`src/rtl/mat4_vector_transform_unit_assert.svh`:
```
// Assertion macros shared by the matrix-vector transform RTL.
// Included by the top level, the only file that carries concurrent checks; no other dependencies.
`ifndef MAT4_VECTOR_TRANSFORM_UNIT_ASSERT_SVH
`define MAT4_VECTOR_TRANSFORM_UNIT_ASSERT_SVH

// Same-cycle implication, checked outside reset.
`define MVT_ASSERT_SAME(label, clk, rstn, ante, cons, msg) \
    label: assert property (@(posedge clk) disable iff (!(rstn)) (ante) |-> (cons)) \
        else $error(msg);

// Next-cycle implication, checked outside reset.
`define MVT_ASSERT_NEXT(label, clk, rstn, ante, cons, msg) \
    label: assert property (@(posedge clk) disable iff (!(rstn)) (ante) |=> (cons)) \
        else $error(msg);

`endif

```
`src/rtl/mvt_pkg.sv`:
```
// Package for the 4x4 matrix-vector transform: widths, types, register reset values.
// No dependencies; imported by every module of the block.
`timescale 1ns / 1ps
`default_nettype none

package mvt_pkg;

    localparam int DATA_W      = 32;              // Q16.16 element
    localparam int PROD_W      = 2 * DATA_W;      // Q32.32 product
    localparam int PAIR_W      = PROD_W + 1;      // sum of two products
    localparam int SUM_W       = PROD_W + 2;      // sum of four products
    localparam int FRAC_W      = 16;
    localparam int NUM_LANES   = 4;
    localparam int NUM_REGS    = 8;
    localparam int CFG_INDEX_W = 8;
    localparam int CFG_DATA_W  = 64;
    localparam int REG_SEL_W   = $clog2(NUM_REGS);

    typedef logic signed [DATA_W-1:0] q16_t;
    typedef q16_t [NUM_LANES-1:0]      vec4_t;
    typedef logic [CFG_DATA_W-1:0]     cfg_word_t;
    typedef cfg_word_t [NUM_REGS-1:0]  cfg_bank_t;

    // Register indexes of the configuration port.
    localparam logic [CFG_INDEX_W-1:0] REG_COL0_ROWS01 = 8'd0;
    localparam logic [CFG_INDEX_W-1:0] REG_COL0_ROWS23 = 8'd1;
    localparam logic [CFG_INDEX_W-1:0] REG_COL1_ROWS01 = 8'd2;
    localparam logic [CFG_INDEX_W-1:0] REG_COL1_ROWS23 = 8'd3;
    localparam logic [CFG_INDEX_W-1:0] REG_COL2_ROWS01 = 8'd4;
    localparam logic [CFG_INDEX_W-1:0] REG_COL2_ROWS23 = 8'd5;
    localparam logic [CFG_INDEX_W-1:0] REG_COL3_ROWS01 = 8'd6;
    localparam logic [CFG_INDEX_W-1:0] REG_COL3_ROWS23 = 8'd7;

    // Identity matrix after reset.
    localparam cfg_word_t ONE_LOW  = 64'h0000_0000_0001_0000;
    localparam cfg_word_t ONE_HIGH = 64'h0001_0000_0000_0000;
    localparam cfg_bank_t CFG_RESET = '{
        REG_COL3_ROWS23: ONE_HIGH,
        REG_COL3_ROWS01: '0,
        REG_COL2_ROWS23: ONE_LOW,
        REG_COL2_ROWS01: '0,
        REG_COL1_ROWS23: '0,
        REG_COL1_ROWS01: ONE_HIGH,
        REG_COL0_ROWS23: '0,
        REG_COL0_ROWS01: ONE_LOW
    };

    localparam q16_t SAT_MAX = 32'sh7FFF_FFFF;
    localparam q16_t SAT_MIN = 32'sh8000_0000;

    // Load enables of the three lane stages.
    typedef struct packed {
        logic mul_en;
        logic pair_en;
        logic sum_en;
    } pipe_ctrl_t;

endpackage

`default_nettype wire

```
`src/rtl/mvt_merge.sv`:
```
// Merge stage: gathers the four lane results into one output transaction register.
// Depends on mvt_pkg; drives the master-side stream of the top level.
`timescale 1ns / 1ps
`default_nettype none

module mvt_merge
    import mvt_pkg::*;
(
    input  wire logic                       aclk,
    input  wire logic                       aresetn,
    input  wire logic                       in_valid,
    input  wire vec4_t                      lane_result,
    output logic                            load_ok,
    output logic                            m_tvalid,
    input  wire logic                       m_tready,
    output logic [NUM_LANES*DATA_W-1:0]     m_tdata
);

    logic                        valid_reg;
    logic                        valid_next;
    logic [NUM_LANES*DATA_W-1:0] data_reg;

    // Take a new result when empty or when the current one leaves this cycle.
    assign load_ok    = !valid_reg || m_tready;
    assign valid_next = load_ok ? in_valid : valid_reg;

    always_ff @(posedge aclk) begin
        if (!aresetn) begin
            valid_reg <= 1'b0;
        end else begin
            valid_reg <= valid_next;
        end
    end

    always_ff @(posedge aclk) begin
        if (load_ok && in_valid) begin
            data_reg <= lane_result;
        end
    end

    assign m_tvalid = valid_reg;
    assign m_tdata  = data_reg;

endmodule

`default_nettype wire
```
`config.mk`:
```
export PLATFORM = sky130hd
export DESIGN_NAME = mvt_merge
export DESIGN_NICKNAME = d
export VERILOG_FILES = /design/src/rtl/mat4_vector_transform_unit_assert.svh /design/src/rtl/mvt_pkg.sv /design/src/rtl/mvt_merge.sv
export SDC_FILE = /design/constraint.sdc
export NUM_CORES = 1
export LEC_CHECK = 0
export BUFFER_PORTS_ARGS = -buffer_cell sky130_fd_sc_hd__clkbuf_2
export CAP_MARGIN = 25
export CORE_AREA = 2 2 100 102
export DETAILED_ROUTE_END_ITERATION = 7
export DIE_AREA = 0 0 102 104
export GPL_ROUTABILITY_DRIVEN = 0
export PLACE_DENSITY_LB_ADDON = 0.1
export SYNTH_ARGS = -nofsm -noshare
export SYNTH_HDL_FRONTEND = slang
export SYNTH_SLANG_ARGS = --single-unit
```
`constraint.sdc`:
```
create_clock -name aclk -period 5.3 [get_ports aclk]
set_input_delay 0.53 -clock aclk [delete_from_list [all_inputs] [get_ports aclk]]
set_output_delay 0.53 -clock aclk [all_outputs]
set_load 0.01 [all_outputs]
```
==> results.cfg, run 1 <==
[layout]
drive_above_1_share_pct = 69.2
synthToLayoutAreaGrowth_pct = 54.6
final_core_util_pct = 63.2
antenna_cells = 0
nets = 547
fill_cells = 743

[sta]
layout_min_cycle_time_ps = 1770
setup_viol = 0
max_freq_mhz = 565
skew_ps = 8.93
drv_slew = 0
period_share_pct = 33.4
rsz0062_at_grt = false
slew_headroom_pct = 46.2
worstMarginPinSlew_ps = 807
tns_ps = 0
hold_violations = 0

[pwr]
p_per_area_mw_per_mm2 = 433
seq_power_share_pct = 46.3
p_sw_mw = 0.499
p_sw_share_pct = 19.1
p_comb_share_pct = 6.2
ir_worst_vdd_uv = 218
intPower_mw = 2.11
p_clk_share_pct = 47.4
leakagePower_nw = 2.67

[floorplanning]
pin_count = 262
dieArea_mm2 = 0.0106
std_cell_rows = 36
die_w_um = 102
die_h_um = 104
core_mm2 = 0.00955
start_util_pct = 40.9

[logic_synthesis]
synth.top_cell.area_share_pct = 98.5
synth.distinct_cells = 6
synth_simple_gate_area_share_pct = 0.577
synth_mux_area_share_pct = 0
yosysWarnings = 0
postSynthAreaPerCell_um2 = 29.3
syn-num-nets = 265
synth_compound_area_share_pct = 0.289
syn_inst = 133
synth_top_family_by_area = simple AND/OR/NAND/NOR gates
seq_area_frac_synth_pct = 99.0
ys_ff_latch = 129
synthTopCellsByArea = edfxtp_1, dfxtp_1, nand2b_4
netlist_area_mm2 = 0.00390
synthAdderAreaFrac_pct = 0
yosysTopAreaCell = edfxtp_1
synth_xor_area_share_pct = 0

[clock_network]
cts_resized = 0
cts_buffers = 17
cts_sinks = 129
clockBufferDepth = 2
cts.clk_slew.worst_paths_ps = 60
cts_setup_buffers = 0
h-tree-depth = 4
cts_tree = done
insertion_delay_ps = 510
cts-root-buf = clkbuf_8
cts_hold_buf = 0

[global_routing]
antenna_found_initial = 0
grt_pass1_wl_um = 12900
grt.total_usage_pct = 17.2
grt_max_degree = 65
grt-ovfl-total = 0
grt_pass1_vias = 2483

[route]
drc_errors = 0
vias_per_cell = 4.22
ant_nets = 0
wire_per_inst_um = 16.0
wl_um = 8950
vias = 2367
drt-pass1-iter-count = 4
dr.first_iter.drc_count = 94

[setup_path]
critPathLaunchType = flip-flop
arrival_ps = 1900
worstSetupPathType = flip-flop to flip-flop
cp.required_ps = 5430
worstPathMaxFanout = 64
crit_path_end_kind = flip-flop

[status]
outcome = complete, no violations

[place]
hpwlAfterDp_um = 6790
port_buffers = 261

[job]
max-cap-violations = 0

[min_path]
min_path_type = input port to flip-flop
## power by group through the flow
stage	logic, mW	registers [mW]	clock network (mW)
after global routing	0.177	1.22	1.31
after detailed placement	0.165	1.23	0
after global placement	0.162	1.23	0
final	0.163	1.21	1.24
after CTS	0.166	1.21	1.26
after floorplan	0.0198	1.26	0
## critical path, stage by stage, from the launching register on
cell	delay (ps)
dfxtp_1	330
nand2b_4	90
and2_4	260
buf_4	650
## per-stage QoR
stage | area [um2] | hold slack (ps) | instances | setup WS [ps] | total power, mW
2_1_floorplan | 3900 | 546 | 133 | 3270 | 1.28
3_3_place_gp | 5390 | 485 | 529 | 3250 | 1.39
3_5_place_dp | 5390 | 509 | 529 | 3230 | 1.40
4_1_cts | 6030 | 162 | 561 | 3540 | 2.64
5_1_grt | 6030 | 157 | 561 | 3410 | 2.71
6_report | 6030 | 194 | 561 | 3530 | 2.61
## final timing paths
path	cells past startpoint	from	slack [ps]	endpoint
setup / recovery	3	m_tvalid	3530	m_tdata[16]
hold / removal	1	lane_result[36]	190	m_tdata[36]
setup reg to reg	3	m_tvalid	3530	m_tdata[16]
hold reg to reg	2	m_tvalid	520	m_tvalid
## layout make-up
cell class              instances  area, um2  area share (%)
clock buffers                  22        463            7.67
clock inverters                10        180            2.99
inverters                       1       3.75          0.0622
multi-input cells               3       33.8           0.560
flip-flops and latches        129       3860            64.1
well taps                     133        166            2.76
repair buffers                263       1320            21.9
## kinds of logic (layout without fill, tap and decap cells)
kind of cell / Yosys count / in the layout
and+or+nand+nor: 2 / 2
DFF: 129 / 129
buffers and inverters: 1 / 296
AOI/OAI and AO/OA: 1 / 1
## placed cells by master, fill, tap and decap left out, drive strengths merged
cell and count:
buf 2, clkbuf 283, bufinv 5, dfxtp 1, nand2b 1, a21boi 1, clkinv 3, edfxtp 128
inv 1, and2 1, clkinvlp 2
## registers in the layout, indices dropped and copies added, names as in the netlist
| register | flops |
|---|---|
| m_tdata | 128 |
| m_tvalid | 1 |
## synth_stat cells
| cell | instances |
|---|---|
| a21boi_2 | 1 |
| nand2b_4 | 1 |
| dfxtp_1 | 1 |
| inv_1 | 1 |
| and2_4 | 1 |
| edfxtp_1 | 128 |
## routing by layer
| layer | global-route usage (%) | vias to the layer above | part of all wire (%) |
|---|---|---|---|
| met5 | 0 | - | 0 |
| met4 | 7.81 | 0 | 2.1 |
| met3 | 9.48 | 15 | 11 |
| met2 | 29.1 | 150 | 54 |
| met1 | 16.9 | 1092 | 33 |
| li1 | - | 1110 | - |
Note: power is estimated with default switching activity, not from simulation.
==> inputs of run 2 (changes only) <==
--- a/config.mk
+++ b/config.mk
@@ -5,11 +5,12 @@
 export SDC_FILE = /design/constraint.sdc
 export NUM_CORES = 1
 export LEC_CHECK = 0
+export ABC_AREA = 1
 export BUFFER_PORTS_ARGS = -buffer_cell sky130_fd_sc_hd__clkbuf_2
 export CAP_MARGIN = 25
-export CORE_AREA = 2 2 100 102
+export CORE_ASPECT_RATIO = 1.25
+export CORE_UTILIZATION = 37
 export DETAILED_ROUTE_END_ITERATION = 7
-export DIE_AREA = 0 0 102 104
 export GPL_ROUTABILITY_DRIVEN = 0
 export PLACE_DENSITY_LB_ADDON = 0.1
 export SYNTH_ARGS = -nofsm -noshare
==> constraint.sdc (replaced) <==
create_clock -name aclk -period 1.5 [get_ports aclk]
set_input_delay 0.15 -clock aclk [delete_from_list [all_inputs] [get_ports aclk]]
set_output_delay 0.15 -clock aclk [all_outputs]
set_load 0.01 [all_outputs]
==> run 2 against run 1 <==
  * The run now fails in clock tree synthesis
  * Synthesized area is 0.16% lower
  * Synthesized cell count is 1.5% higher
==> results.cfg, run 2 <==
[place]
hpwlAfterDp_um = 6740
port_buffers = 261
pre_cts_slack_ps = 236

[status]
outcome = did not finish
tool.error = [ERROR RSZ-0060] Max buffer count reached.
failed_stage = clock tree synthesis

[logic_synthesis]
synth_simple_gate_area_share_pct = 0.161
synth_commonest_cells = edfxtp_1, inv_1
synth.distinct_cells = 7
synth_xor_area_share_pct = 0
netlist_area_mm2 = 0.00389
synth-edff-count = 128
yosysWarnings = 0
synth.top_cell.area_share_pct = 98.7
yosysTopAreaCell = edfxtp_1
syn_inst = 135
async_flop_share_pct = 0
synth_top_family_by_area = compound AO/OA/AOI/OAI gates
syn-num-nets = 267
postSynthAreaPerCell_um2 = 28.9
synthAdderAreaFrac_pct = 0
ys_dominant_reg_cell = edfxtp_1
seq_area_frac_synth_pct = 99.2
ys_ff_latch = 129
synth_compound_area_share_pct = 0.353
synthTopCellsByArea = edfxtp_1, dfxtp_1, a21oi_2
synth_mux_area_share_pct = 0
synth.most_common_cell = edfxtp_1

[clock_network]
cts_resized = 0
clockBufferDepth = 2
cts_hold_buf = 112
cts_setup_buffers = 0
h-tree-depth = 4
cts_buffers = 17
cts-root-buf = clkbuf_16
cts_sinks = 129

[floorplanning]
start_util_pct = 38.3
std_cell_rows = 41
die_w_um = 93.8
pin_count = 262
die_h_um = 117
## run 2: cells by family after synthesis
logic type,count (synthesis)
simple gates,1
compound gates,2
buf+inv,3
flops,129
## run 2: through the flow
step / hold WS, ps / instances / cell area (um2) / setup TNS, ps / utilization (%)
after detailed placement: 329 / 527 / 5420 / 0 / 53.3
after global placement: 327 / 527 / 5420 / 0 / 53.3
after floorplan: 249 / 135 / 3910 / -179370 / -
==> inputs of run 3 (changes only) <==
--- a/config.mk
+++ b/config.mk
@@ -8,11 +8,10 @@
 export ABC_AREA = 1
 export BUFFER_PORTS_ARGS = -buffer_cell sky130_fd_sc_hd__clkbuf_2
 export CAP_MARGIN = 25
-export CORE_ASPECT_RATIO = 1.25
-export CORE_UTILIZATION = 37
+export CORE_UTILIZATION = 40
 export DETAILED_ROUTE_END_ITERATION = 7
 export GPL_ROUTABILITY_DRIVEN = 0
-export PLACE_DENSITY_LB_ADDON = 0.1
+export PLACE_DENSITY_LB_ADDON = 0.15
 export SYNTH_ARGS = -nofsm -noshare
 export SYNTH_HDL_FRONTEND = slang
 export SYNTH_SLANG_ARGS = --single-unit
==> constraint.sdc (replaced) <==
create_clock -name aclk -period 2 [get_ports aclk]
set_input_delay 0.2 -clock aclk [delete_from_list [all_inputs] [get_ports aclk]]
set_output_delay 0.2 -clock aclk [all_outputs]
set_load 0.01 [all_outputs]
==> run 3 against run 2 <==
  * The run again fails in clock tree synthesis
  * Synthesized area stayed put
  * Synthesized cell count is the same
==> results.cfg, run 3 <==
[clock_network]
cts_resized = 0
cts_setup_buffers = 0
cts_sinks = 129
clockBufferDepth = 2
cts_hold_buf = 113
h-tree-depth = 4
cts_buffers = 17
cts-root-buf = clkbuf_8

[logic_synthesis]
async_flop_share_pct = 0
synth_commonest_cells = edfxtp_1, inv_1
ys_dominant_reg_cell = edfxtp_1
synth.distinct_cells = 7
syn-num-nets = 267
synth.top_cell.area_share_pct = 98.7
synthTopCellsByArea = edfxtp_1, dfxtp_1, a21oi_2
yosysWarnings = 0
netlist_area_mm2 = 0.00389
yosysTopAreaCell = edfxtp_1
synth.most_common_cell = edfxtp_1
ys_ff_latch = 129
syn_inst = 135
postSynthAreaPerCell_um2 = 28.9
synth-edff-count = 128
seq_area_frac_synth_pct = 99.2

[status]
failed_stage = clock tree synthesis
outcome = did not finish
tool.error = [ERROR RSZ-0060] Max buffer count reached.

[floorplanning]
die_w_um = 101
std_cell_rows = 35
die_h_um = 101
start_util_pct = 41.8
pin_count = 262

[place]
post_dp_cell_area_mm2 = 0.00540
hpwlAfterDp_um = 6370
pre_cts_slack_ps = 660
port_buffers = 261
run 3: cell counts after synthesis:
No cell type changed its count.
run 3: logic make-up after synthesis:
kind of cell / after synthesis / share of synthesized area, %
AO/OA/AOI/OAI: 2 / 0.353
buffers and inverters: 3 / 0.289
flip-flops: 129 / 99.2
AND/OR/NAND/NOR: 1 / 0.161
run 3: stage by stage:
step	util, %	TNS (ps)	cells
2_1_floorplan	-	-115370	135
3_3_place_gp	57.9	0	527
3_5_place_dp	57.9	0	527
